$ cat config.mk
export PLATFORM = sky130hd
export DESIGN_NAME = cigar_string_packer
export DESIGN_NICKNAME = d
export VERILOG_FILES = /design/src/design/csp_pkg.sv /design/src/design/cigar_string_packer.sv
export SDC_FILE = /design/constraint.sdc
export NUM_CORES = 1
export LEC_CHECK = 0
export BUFFER_PORTS_ARGS = -buffer_cell sky130_fd_sc_hd__buf_2
export CORE_ASPECT_RATIO = 0.6
export CORE_MARGIN = 2
export CORE_UTILIZATION = 40
export CTS_CLUSTER_DIAMETER = 150
export DETAILED_ROUTE_END_ITERATION = 10
export PLACE_DENSITY = 0.58
export SYNTH_ARGS = -nofsm -noshare
export SYNTH_HDL_FRONTEND = slang
export SYNTH_SLANG_ARGS = --single-unit
$ cat constraint.sdc
create_clock -name clk -period 29 [get_ports clk]
set_input_delay 4.35 -clock clk [delete_from_list [all_inputs] [get_ports clk]]
set_output_delay 4.35 -clock clk [all_outputs]
set_load 0.005 [all_outputs]
$ cat src/design/csp_pkg.sv
`timescale 1ns / 1ps
// ----------------------------------------------------------------------------
// csp_pkg
// Shared types, constants and the op letter decoder for the CIGAR packer.
// ----------------------------------------------------------------------------
package csp_pkg;

	localparam int RUN_W   = 28;
	localparam int TOTAL_W = 32;
	localparam int COUNT_W = 16;
	localparam int DIFF_W  = 33;
	localparam int KIND_W  = 2;
	localparam int DATA_W  = 120;  // 114 field bits padded to 15 bytes

	localparam logic [RUN_W-1:0]   RUN_MAX   = '1;
	localparam logic [TOTAL_W-1:0] TOTAL_MAX = '1;
	localparam logic [COUNT_W-1:0] COUNT_MAX = '1;

	// result kinds
	localparam logic [KIND_W-1:0] KIND_OP  = 2'd0;
	localparam logic [KIND_W-1:0] KIND_SUM = 2'd1;
	localparam logic [KIND_W-1:0] KIND_ERR = 2'd2;

	// error codes
	localparam logic ERR_ZERO_LEN = 1'b0;
	localparam logic ERR_BAD_OP   = 1'b1;

	// which total an op length feeds
	typedef enum logic [1:0] {
		SIDE_NONE = 2'd0,
		SIDE_READ = 2'd1,
		SIDE_REF  = 2'd2
	} side_t;

	typedef struct packed {
		logic       known;
		logic [3:0] code;
		side_t      side;
	} op_dec_t;

	localparam logic [7:0] CH_0  = "0";
	localparam logic [7:0] CH_9  = "9";
	localparam logic [7:0] CH_LA = "a";
	localparam logic [7:0] CH_LZ = "z";
	localparam logic [7:0] CASE_OFS = 8'd32;

	function automatic op_dec_t decode_op(input logic [7:0] ch);
		logic [7:0] up;
		op_dec_t    d;
		up = ch;
		if (ch >= CH_LA && ch <= CH_LZ) begin
			up = ch - CASE_OFS;
		end
		d = '{known: 1'b1, code: 4'd0, side: SIDE_NONE};
		unique case (up)
			"M": d.code = 4'd0;
			"I": begin d.code = 4'd1; d.side = SIDE_READ; end
			"D": begin d.code = 4'd2; d.side = SIDE_REF;  end
			"N": begin d.code = 4'd3; d.side = SIDE_REF;  end
			"S": begin d.code = 4'd4; d.side = SIDE_READ; end
			"H": begin d.code = 4'd5; d.side = SIDE_REF;  end
			"P": begin d.code = 4'd6; d.side = SIDE_REF;  end
			"=": d.code = 4'd7;
			"X": d.code = 4'd8;
			"B": begin d.code = 4'd9; d.side = SIDE_READ; end
			default: d.known = 1'b0;
		endcase
		return d;
	endfunction

endpackage

$ cat src/design/cigar_string_packer.sv
`timescale 1ns / 1ps
// ----------------------------------------------------------------------------
// cigar_string_packer
// Packs CIGAR text, one character per word, into length<<4|code op words.
// ----------------------------------------------------------------------------
// Input stream: s_tdata[7:0] is one text character; s_tlast marks the
// terminator word (its character is ignored). Output stream: m_tuser is the
// result kind (op word, end summary, error), m_tdata carries the fields.
// Digits build the run length; an op letter emits an op word and updates the
// read/reference totals; the terminator emits the summary (ref - read, max),
// or an error if a length is pending, and clears per-string state. After an
// error, characters up to and including the terminator give no output.
// A result passes through the input register, then the result register.
// Throughput: one character per cycle while no result word waits on a
// stalled output, set by the combinational multiply-by-ten and total update.
// Words that give no result pass through even while the output is stalled;
// a word that gives a result waits in the input register until the result
// register is free, and s_tready drops only then.
// Reset (arst_n low) clears both registers and all string state.
// ----------------------------------------------------------------------------
module cigar_string_packer (
	input  logic                       clk,
	input  logic                       arst_n,
	input  logic                       s_tvalid,
	output logic                       s_tready,
	input  logic [7:0]                 s_tdata,   // [7:0] char_code
	input  logic                       s_tlast,   // is_terminator
	output logic                       m_tvalid,
	input  logic                       m_tready,
	// [31:0] packed_op, [47:32] op_index, [80:48] length_difference,
	// [112:81] larger_total, [113] error_code, [119:114] zero
	output logic [csp_pkg::DATA_W-1:0] m_tdata,
	output logic [csp_pkg::KIND_W-1:0] m_tuser    // [1:0] result_kind
);
	import csp_pkg::*;

	// input stage
	logic       valid_s1;
	logic [7:0] char_s1;
	logic       last_s1;

	// string state
	logic [RUN_W-1:0]   run_q;
	logic               digit_q;
	logic [TOTAL_W-1:0] read_tot_q;
	logic [TOTAL_W-1:0] ref_tot_q;
	logic [COUNT_W-1:0] op_cnt_q;
	logic               err_q;

	// result register
	logic                 out_valid_q;
	logic [KIND_W-1:0]    kind_q;
	logic [TOTAL_W-1:0]   packed_q;
	logic [COUNT_W-1:0]   index_q;
	logic [DIFF_W-1:0]    diff_q;
	logic [TOTAL_W-1:0]   larger_q;
	logic                 ecode_q;

	// next values
	logic               has_res;
	logic [KIND_W-1:0]  kind_d;
	logic [TOTAL_W-1:0] packed_d;
	logic [DIFF_W-1:0]  diff_d;
	logic [TOTAL_W-1:0] larger_d;
	logic               ecode_d;
	logic [RUN_W-1:0]   run_d;
	logic               digit_d;
	logic [TOTAL_W-1:0] read_tot_d;
	logic [TOTAL_W-1:0] ref_tot_d;
	logic [COUNT_W-1:0] op_cnt_d;
	logic               err_d;

	logic               is_digit;
	logic [TOTAL_W-1:0] run_x10;
	logic [RUN_W-1:0]   run_sat;
	logic [TOTAL_W:0]   read_sum;
	logic [TOTAL_W:0]   ref_sum;
	op_dec_t            dec;
	logic               out_free;
	logic               adv;

	assign is_digit = (char_s1 >= CH_0) && (char_s1 <= CH_9);
	// acc*10 + digit fits in 32 bits for a 28-bit acc
	assign run_x10  = {1'b0, run_q, 3'b000} + {3'b000, run_q, 1'b0}
		+ {24'd0, char_s1 - CH_0};
	assign run_sat  = (run_x10 > {4'd0, RUN_MAX}) ? RUN_MAX : run_x10[RUN_W-1:0];
	assign read_sum = {1'b0, read_tot_q} + {5'd0, run_q};
	assign ref_sum  = {1'b0, ref_tot_q} + {5'd0, run_q};
	assign dec      = decode_op(char_s1);

	always_comb begin
		has_res    = 1'b0;
		kind_d     = KIND_OP;
		packed_d   = '0;
		diff_d     = '0;
		larger_d   = '0;
		ecode_d    = ERR_ZERO_LEN;
		run_d      = run_q;
		digit_d    = digit_q;
		read_tot_d = read_tot_q;
		ref_tot_d  = ref_tot_q;
		op_cnt_d   = op_cnt_q;
		err_d      = err_q;
		priority if (last_s1) begin
			if (!err_q) begin
				has_res = 1'b1;
				if (digit_q) begin
					kind_d  = KIND_ERR;
					ecode_d = ERR_BAD_OP;
				end else begin
					kind_d   = KIND_SUM;
					diff_d   = {1'b0, ref_tot_q} - {1'b0, read_tot_q};
					larger_d = (ref_tot_q > read_tot_q) ? ref_tot_q : read_tot_q;
				end
			end
			run_d      = '0;
			digit_d    = 1'b0;
			read_tot_d = '0;
			ref_tot_d  = '0;
			op_cnt_d   = '0;
			err_d      = 1'b0;
		end else if (err_q) begin
			has_res = 1'b0;
		end else if (is_digit) begin
			run_d   = run_sat;
			digit_d = 1'b1;
		end else if (!digit_q || run_q == '0) begin
			has_res = 1'b1;
			kind_d  = KIND_ERR;
			ecode_d = ERR_ZERO_LEN;
			err_d   = 1'b1;
		end else if (!dec.known) begin
			has_res = 1'b1;
			kind_d  = KIND_ERR;
			ecode_d = ERR_BAD_OP;
			err_d   = 1'b1;
		end else begin
			has_res  = 1'b1;
			kind_d   = KIND_OP;
			packed_d = {run_q, dec.code};
			if (dec.side == SIDE_READ) begin
				read_tot_d = read_sum[TOTAL_W] ? TOTAL_MAX : read_sum[TOTAL_W-1:0];
			end
			if (dec.side == SIDE_REF) begin
				ref_tot_d = ref_sum[TOTAL_W] ? TOTAL_MAX : ref_sum[TOTAL_W-1:0];
			end
			if (op_cnt_q != COUNT_MAX) begin
				op_cnt_d = op_cnt_q + 1'b1;
			end
			run_d   = '0;
			digit_d = 1'b0;
		end
	end

	assign out_free = !out_valid_q || m_tready;
	assign adv      = valid_s1 && (out_free || !has_res);
	assign s_tready = !valid_s1 || adv;

	always_ff @(posedge clk or negedge arst_n) begin
		if (!arst_n) begin
			valid_s1    <= 1'b0;
			out_valid_q <= 1'b0;
			run_q       <= '0;
			digit_q     <= 1'b0;
			read_tot_q  <= '0;
			ref_tot_q   <= '0;
			op_cnt_q    <= '0;
			err_q       <= 1'b0;
		end else begin
			if (s_tready) begin
				valid_s1 <= s_tvalid;
			end
			if (adv && has_res) begin
				out_valid_q <= 1'b1;
			end else if (m_tready) begin
				out_valid_q <= 1'b0;
			end
			if (adv) begin
				run_q      <= run_d;
				digit_q    <= digit_d;
				read_tot_q <= read_tot_d;
				ref_tot_q  <= ref_tot_d;
				op_cnt_q   <= op_cnt_d;
				err_q      <= err_d;
			end
		end
	end

	// payload registers, no reset
	always_ff @(posedge clk) begin
		if (s_tvalid && s_tready) begin
			char_s1 <= s_tdata;
			last_s1 <= s_tlast;
		end
		if (adv && has_res) begin
			kind_q   <= kind_d;
			packed_q <= packed_d;
			index_q  <= op_cnt_q;
			diff_q   <= diff_d;
			larger_q <= larger_d;
			ecode_q  <= ecode_d;
		end
	end

	assign m_tvalid = out_valid_q;
	assign m_tuser  = kind_q;
	assign m_tdata  = {6'd0, ecode_q, larger_q, diff_q, index_q, packed_q};

endmodule

* After elaboration in Yosys (flattened, before gate mapping) *
Cells that the tools add are included.

storage, ports and cells
  register bits after elaboration = 237
  bits in latches = 0
  bits in writable memories = 0
  bits in read-only memories = 0
  output and inout port bits = 124
  word-level logic and storage cells = 138
  memories kept = 0

cells by class
  add/subtract/negate cells = 8
  $mul = 0
  div/mod/pow operators = 0
  $lt $le $gt $ge = 6
  equal/unequal tests = 17
  shift operators = 0
  mux-type cells = 60
  bitwise logic cells = 2
  reduce and logical (&&, ||, !) cells = 29

operator list
  cell                                                                               number
  32-bit two-way mux                                                                 15
  28-bit two-way mux                                                                 6
  16-bit two-way mux                                                                 6
  8-bit by 7-bit == test with 1-bit output, second input constant                    9
  32-bit by 28-bit adder with 33-bit output                                          2
  4-bit one-hot mux with 9 select lines                                              1
  32-bit by 32-bit subtractor with 33-bit output                                     1
  31-bit by 29-bit adder with 32-bit output                                          1
  32-bit by 8-bit adder with 32-bit output                                           1
  32-bit by 28-bit greater-than comparator with 1-bit output, second input constant  1
  32-bit greater-than comparator                                                     1
  28-bit zero test                                                                   1
  1-bit two-way mux                                                                  23
  6-bit AND reduction                                                                3
  16-bit by 1-bit adder with 16-bit output, second input constant                    1
  16-bit inequality test, second input constant                                      1
  8-bit by 6-bit subtractor with 8-bit output, second input constant                 2
  2-bit two-way mux                                                                  7
  2-bit nonzero test                                                                 5
  10-bit OR reduction                                                                1
  8-bit by 6-bit == test with 1-bit output, second input constant                    1
  8-bit by 6-bit >= comparator with 1-bit output, second input constant              1
  8-bit by 7-bit >= comparator with 1-bit output, second input constant              1
  8-bit by 6-bit <= comparator with 1-bit output, second input constant              1
  other kinds (16)                                                                   30

* Longest topological paths before layout *
Gate-level depths: netlist of run 1.

  depth in word-level cells = 13
  mapped depth = 19
  depth with buffers taken out = 16

* Worst setup path before layout of run 1 *
Ideal clock, no wire load.

  path kind = input-to-reg
  start = input m_tready
  end = register diff_q[0] (enable)
  library setup time = 0.757 ns
  arrival time = 12.988 ns
  data required time = 28.243 ns
  setup slack = 15.255 ns
  cell stages on the path = 2
  cell sequence = nand2b_1 nor3b_1

on the way
  longest elaborated chain between the ends = 4

RTL lines
  element               RTL line                    RTL
  start, declared       cigar_string_packer.sv:29   input logic m_tready,
  1-bit logical OR      cigar_string_packer.sv:155  assign out_free = !out_valid_q || m_tready;
  1-bit logical OR      cigar_string_packer.sv:156  assign adv = valid_s1 && (out_free || !has_res);
  1-bit logical AND     cigar_string_packer.sv:156
  1-bit logical AND     cigar_string_packer.sv:195  if (adv && has_res) begin
  end signal, assigned  cigar_string_packer.sv:199  diff_q <= diff_d;
  end, declared         cigar_string_packer.sv:55   logic [DIFF_W-1:0] diff_q;

No other way between the ends.
A chain may end at the register's enable or synchronous reset.

* Worst setup path in the final report of run 1 *
  start = input m_tready
  end = output s_tready

on the way
  longest elaborated chain between the ends = 4

RTL lines
  element            RTL line                    RTL
  1-bit logical OR   cigar_string_packer.sv:155
  1-bit logical OR   cigar_string_packer.sv:156
  1-bit logical AND  cigar_string_packer.sv:156
  1-bit logical OR   cigar_string_packer.sv:157  assign s_tready = !valid_s1 || adv;
  end, declared      cigar_string_packer.sv:25   output logic s_tready,

No other way between the ends.

==> flow_summary.json, run 1 <==
{
  "hold_depth": 2,
  "async_reset_ff_frac": 0.4726,
  "tns_ps": 0,
  "synth_top_family_by_area": "compound AO/OA/AOI/OAI gates",
  "power_mw": 0.9565,
  "critPathSlowestCell": "nor3_1",
  "crit_path_end_kind": "output pin",
  "die_area_um2": 41950,
  "clk_latency_ps": 570,
  "hp-class": "reg -> reg",
  "switching_power_mw": 0.2929,
  "gp_congestion": 0.9098,
  "syn_area_um2": 16110,
  "crit_cells": 5,
  "cts_buffers": 25,
  "ys_types": 76,
  "cp_cell_sequence": "buf_2, nand2b_1, nor3_1, inv_1, buf_2",
  "crit_path_frequent_cell": "buf_2",
  "worstSetupPathType": "in -> out",
  "setup_violations": 0,
  "rows": 56,
  "max_freq_mhz": 104.9,
  "cts_setup_buffers": 0,
  "power.share.sequential": 0.419,
  "final_max_slew_viol_count": 0,
  "ys_seq_area_frac": 0.4070,
  "outcome": "complete, no violations",
  "cts_max_path_buffers": 3,
  "rsz0062_at_grt": "no",
  "min_period_over_period": 0.3289,
  "cts-root-buf": "clkbuf_16",
  "finalHoldViolations": 0,
  "ys_ff_latch": 237,
  "critical_path.top_delay_family": "simple AND/OR/NAND/NOR gates",
  "antenna_cells": 0,
  "clk_pin_slew_ps": 60,
  "p_comb_frac": 0.213,
  "start_util": 0.4091,
  "crit_path_start_kind": "input pin",
  "synth-adder-area-share": 0.1230,
  "track_usage": 0.2184,
  "grt_pass1_vias": 12630,
  "viasPerCell": 5.727,
  "fin_nets": 1982,
  "ys.warnings.count": 0,
  "crit_arrival_ps": 5190,
  "synthMuxAreaShare": 0.005049,
  "port_buffers": 130,
  "hpwl_mm": 34.51,
  "postSynthAreaPerCell_um2": 9.443,
  "p_leak_nw": 8.104,
  "peakVddDrop_v": 0.00004297,
  "slew_headroom": 0.2616,
  "dieHeight_um": 159.4,
  "critPathBufInv": 3,
  "skew_ps": 32.95,
  "avgRoutedWirePerCell_um": 19.74,
  "grt_pass1_wl_mm": 73.31,
  "synth_edf_count": 125,
  "cts-hold-fix-buffers": 0,
  "synth-main-ff-cell": "edfxtp_1",
  "cts.sinks": 237,
  "wl_mm": 46.53,
  "power_density_nw_per_um2": 52.59,
  "required_ps": 24650,
  "intPower_mw": 0.6636,
  "grt_max_degree": 69,
  "synthCells": 1706,
  "ant_nets": 0,
  "finalCriticalPeriod_ps": 9537,
  "dp.cells": 2311,
  "synth_xor_area_frac": 0.05111,
  "synth_compound_area_frac": 0.2094,
  "firstDrtPassIters": 5,
  "cts_resized": 0,
  "cts_tree": "built",
  "clockPowerShare": 0.368,
  "syn_to_final_growth_pct": 12.91,
  "path_max_fanout": 7,
  "instances_no_fill": 2357,
  "io_pins": 137,
  "yosys.area_share.simple": 0.1662,
  "core_um2": 39380,
  "drt_iter0_drc": 1125,
  "cpPeakStageDelay_ps": 320,
  "r2r_cells": 16,
  "antenna_found_initial": 0,
  "p_sw_frac": 0.3062,
  "grt_overflow_total": 0,
  "cts.htree.levels": 1,
  "worstMarginPinSlew_ps": 1103,
  "max_cap_violations": 0,
  "die_x_um": 263.1,
  "drive_above_1_share": 0.1150,
  "vias": 13500,
  "route.detailed.drc": 0
}
## per-stage QoR
stage               utilization  hold slack, ps  cell area, um2  worst slack [ps]
floorplan                     -           464.9           16130             15260
global placement         0.4394           496.4           17300             19470
detailed placement       0.4394           501.0           17300             19460
CTS                      0.4619           514.7           18190             19460
global route             0.4619           553.2           18190             19370
finish                   0.4619           511.3           18190             19460
## worst register-to-register path, stage by stage (launching register included)
cell	delay, ps
edfxtp_1	570
inv_1	160
ha_1	200
a21oi_1	160
xnor2_1	240
fa_1	500
ha_1	260
or3_1	410
o211a_1	250
a31o_1	270
a41oi_2	340
o31ai_1	120
mux2_1	320
or3_1	350
o31a_1	380
buf_4	260
a221o_1	310
## cells in the mapped netlist, types with 8 or more instances
master | count | share of area
ha_1 | 144 | 0.11
nor2_1 | 144 | 0.034
nand2_1 | 129 | 0.030
edfxtp_1 | 125 | 0.23
a21oi_1 | 116 | 0.036
dfrtp_1 | 112 | 0.17
o21ai_0 | 105 | 0.033
inv_1 | 76 | 0.018
xnor2_1 | 68 | 0.037
nand3_1 | 67 | 0.021
clkbuf_1 | 59 | 0.014
a21o_1 | 52 | 0.024
and2_1 | 39 | 0.015
o31ai_1 | 39 | 0.018
nor3_1 | 36 | 0.011
a221o_1 | 28 | 0.017
o21ai_1 | 27 | 0.0084
xor2_1 | 26 | 0.014
nand4_1 | 24 | 0.0093
nor2b_1 | 24 | 0.0093
a211oi_1 | 20 | 0.0093
nand2b_1 | 20 | 0.0078
o21a_1 | 19 | 0.0089
or3_1 | 18 | 0.0070
nor4_1 | 16 | 0.0062
and3_1 | 15 | 0.0058
o21bai_1 | 11 | 0.0051
o31a_1 | 11 | 0.0060
a31oi_1 | 10 | 0.0039
fa_1 | 9 | 0.011
or2_2 | 8 | 0.0031
## registers in the layout (all words and copies together) (netlist names)
signal / count
err_q: 1
char_s1: 8
run_q: 28
index_q: 16
last_s1: 1
larger_q: 32
valid_s1: 1
read_tot_q: 32
m_tvalid: 1
diff_q: 33
packed_q: 32
op_cnt_q: 16
ecode_q: 1
m_tuser: 2
ref_tot_q: 32
digit_q: 1
## per-layer routing
metal,GRT usage,part of all wire,wire length [um]
met1,0.3546,0.52,24340
met2,0.2989,0.39,18150
met3,0.04083,0.073,3404
met4,0.03377,0.014,640
met5,0,0,0
## path summary, 6_finish.rpt
kind | end | slack [ps] | start
min in group asynchronous | ref_tot_q[22] | 3810 | arst_n
worst min register to register | read_tot_q[5] | 510 | read_tot_q[5]
worst max register to register | run_q[8] | 23760 | char_s1[6]
worst min-delay path | read_tot_q[5] | 510 | read_tot_q[5]
worst max-delay path | s_tready | 19460 | m_tready
max in group asynchronous | op_cnt_q[4] | 23780 | arst_n
## layout by cell type, fill, tap and decap left out, types with 8 or more instances in the layout
cell and n:
nor2_1 144, ha_1 144, nand2_1 129, buf_2 129, edfxtp_1 125, a21oi_1 115
dfrtp_1 112, o21ai_0 105, inv_1 76, xnor2_1 68, nand3_1 67, a21o_1 52
and2_1 39, o31ai_1 38, nor3_1 35, a221o_1 28, o21ai_1 26, xor2_1 26
clkbuf_16 26, nand4_1 24, nor2b_1 24, buf_4 22, nand2b_1 20, a211oi_1 20
o21a_1 19, or3_1 17, and3_1 15, nor4_1 15, o21bai_1 11, o31a_1 11
a31oi_1 10, fa_1 9, or2_2 8
## logic make-up (layout without fill, tap and decap cells)
family / after synthesis / after routing
XOR/XNOR: 94 / 94
AND/OR/NAND/NOR: 554 / 554
AO/OA/AOI/OAI: 510 / 510
multiplexers: 8 / 8
other: 1 / 6
adder cells (fa/ha/maj): 153 / 153
flip-flops: 237 / 237
buffers and inverters: 149 / 273
## layout make-up
type	instances	area [um2]
Multi-Input combinational cell	1325	8997
Fill cell	3803	21190
Inverter	76	285.3
Timing Repair Buffer	151	810.8
Clock buffer	32	693.2
Sequential cell	237	6556
Tap cell	522	653.1
Clock inverter	14	192.7
## power groups by stage
stage	logic [mW]	registers [mW]	clock network, mW
detailed placement	0.201	0.408	0
global route	0.226	0.404	0.374
CTS	0.202	0.401	0.360
global placement	0.197	0.407	0
finish	0.204	0.401	0.352
floorplan	0.137	0.409	0
Note: power is estimated with default switching activity, not from simulation.
==> run 2: changes to the inputs <==
Settings changed: ABC_AREA set to 1.
Clock period 29 ns to 8.95 ns, I/O delays scaled along.
==> flow_summary.json, run 2 <==
{
  "outcome": "complete, no violations",
  "dp.cells": 3163,
  "ys_top_cells_by_area": "edfxtp_1 (21%), dfrtp_1 (15%), nand2_1 (13%)",
  "grt_max_degree": 64,
  "route.detailed.drc": 0,
  "clk_pin_slew_ps": 60,
  "r2r_end": "read_tot_q[26]",
  "yosysMostFrequentCell": "nand2_1",
  "syn_area_um2": 18220,
  "worstMarginPinSlew_ps": 1310,
  "power_density_nw_per_um2": 146.0,
  "hold_depth": 0,
  "fin_nets": 2768,
  "rows": 60,
  "ys_types": 53,
  "crit_arrival_ps": 4490,
  "peakVddDrop_v": 0.0001418,
  "p_leak_nw": 9.787,
  "viasPerCell": 5.420,
  "drt_iter0_drc": 2026,
  "grt_pass1_vias": 15760,
  "finalCriticalPeriod_ps": 4001,
  "crit_path_end_kind": "register",
  "max_cap_violations": 0,
  "core_um2": 44890,
  "cts.sinks": 237,
  "gp_congestion": 1.002,
  "async_reset_ff_frac": 0.4726,
  "mostFrequentLayoutCells": "nand2_1 (646), nor2_1 (318), inv_1 (289)",
  "hp-class": "reg -> reg",
  "die_area_um2": 47330,
  "port_buffers": 130,
  "hold_start": "op_cnt_q[9]",
  "largest_reg_flops": 33,
  "vias": 17400,
  "crit_path_start_kind": "register",
  "firstDrtPassIters": 6,
  "min_to": "index_q[9]",
  "die_x_um": 279.5,
  "slew_headroom": 0.1247,
  "dieHeight_um": 169.3,
  "min_period_over_period": 0.4471,
  "cts_tree": "built",
  "tns_ps": 0,
  "clk_latency_ps": 580,
  "hpwl_mm": 47.00,
  "setup_violations": 0,
  "synth_edf_count": 125,
  "grt_pass1_wl_mm": 94.28,
  "critical_path.startpoint": "run_q[0]",
  "synthCells": 2494,
  "synth-main-ff-cell": "edfxtp_1",
  "postSynthAreaPerCell_um2": 7.306,
  "cts_max_path_buffers": 3,
  "final_max_slew_viol_count": 0,
  "finalHoldViolations": 0,
  "max_freq_mhz": 249.9,
  "wl_mm": 61.23,
  "fillers": 4570,
  "cts-root-buf": "clkbuf_16",
  "drive_above_1_share": 0.08200,
  "cts-hold-fix-buffers": 0,
  "antenna_found_initial": 0,
  "syn_to_final_growth_pct": 10.97,
  "synth_top_cell_area_share": 0.2060,
  "io_pins": 137,
  "skew_ps": 19.61,
  "layout_commonest_cell": "nand2_1",
  "required_ps": 9440,
  "cts_resized": 0,
  "avgRoutedWirePerCell_um": 19.07,
  "cts_setup_buffers": 0,
  "fin_util": 0.4504,
  "cts_buffers": 26,
  "synthTopCellsByCount": "nand2_1 (646), nor2_1 (318), inv_1 (290)",
  "path_max_fanout": 31,
  "yosysTopAreaCell": "edfxtp_1",
  "reg2reg_from": "run_q[0]",
  "r2r_cells": 12,
  "ys_seq_area_frac": 0.3598,
  "ys_ff_latch": 237,
  "grt_overflow_total": 0,
  "instances_no_fill": 3211,
  "ys.warnings.count": 0,
  "top_register": "diff_q",
  "cts.htree.levels": 1,
  "ant_nets": 0,
  "start_util": 0.4059,
  "worstSetupPathType": "reg -> reg",
  "track_usage": 0.2565,
  "rsz0062_at_grt": "no",
  "antenna_cells": 0,
  "ff2ff_setup_slack_ps": 4950
}
==> run 2: cell types whose count changed after synthesis, sizes merged, moves of 32 or more <==
cell    delta
and2      -37
clkbuf    -34
nor2     +177
a21oi     +48
inv      +218
nand3     +56
nand2    +523
xnor2     -32
o31ai     -39
a21o      -38
o21ai     +66
nand4     +43
==> run 2: layer usage <==
metal | track usage | wire length, um | vias up
li1 | - | - | 8526
met1 | 0.4168 | 31130 | 8078
met2 | 0.3368 | 22780 | 754
met3 | 0.06539 | 6641 | 45
met4 | 0.03581 | 675 | 0
met5 | 0 | 0 | -
==> run 2: worst max-delay path by stage <==
stage	to	slack [ps]	depth (start not counted)
final	read_tot_q[26]	4950	12
after global routing	run_q[24]	4590	19
after CTS	read_tot_q[26]	4970	12
after detailed placement	read_tot_q[26]	5030	12
after global placement	run_q[23]	5110	19
after floorplan	diff_q[0]	4580	6
==> run 2: metrics by stage <==
stage	cell area, um2	hold WS [ps]	total power [mW]	worst slack [ps]
6_report	20220	484.4	2.953	4949
5_1_grt	20220	490.4	3.089	4588
4_1_cts	20220	486.3	2.963	4974
3_5_place_dp	19360	470.8	1.832	5033
3_3_place_gp	19360	462.7	1.824	5115
2_1_floorplan	18240	446.9	1.631	4578
==> run 2: final cells by class <==
type                            count  area (um2)  share of cell area
Clock buffer                       34       700.7             0.03465
Clock inverter                     14       156.4            0.007735
Inverter                          295        1111             0.05495
Multi-Input combinational cell   1903       10240              0.5063
Sequential cell                   237        6556              0.3243
Tap cell                          589       737.0             0.03645
Timing Repair Buffer              139       720.7             0.03564
==> run 2: where the power goes <==
part | total (mW) | internal, mW | switching (mW)
clock network | 1.12 | 0.638 | 0.486
logic | 0.612 | 0.169 | 0.443
registers | 1.22 | 1.19 | 0.0306
total | 2.95 | 1.99 | 0.960
==> run 2: critical path, cell delays in order, from the launching register on <==
cell	delay [ps]
dfrtp_1	510
ha_1	250
inv_1	80
fa_1	350
inv_1	80
nand2_1	60
o21ai_0	490
a21oi_1	300
o21ai_1	340
nand2_1	840
nand3_1	390
nand2_1	70
o21ai_0	150
==> run 2: kinds of logic (layout without fill, tap and decap cells) <==
group | Yosys count | count (layout) | synth area share
AOI/OAI and AO/OA | 448 | 448 | 0.1365
adders and majority gates | 153 | 153 | 0.1088
xor gates and xnor gates | 59 | 59 | 0.02836
and+or+nand+nor | 1237 | 1237 | 0.2857
buffers and inverters | 359 | 482 | 0.08068
other | 1 | 6 | 0.0002058
DFF | 237 | 237 | 0.3598
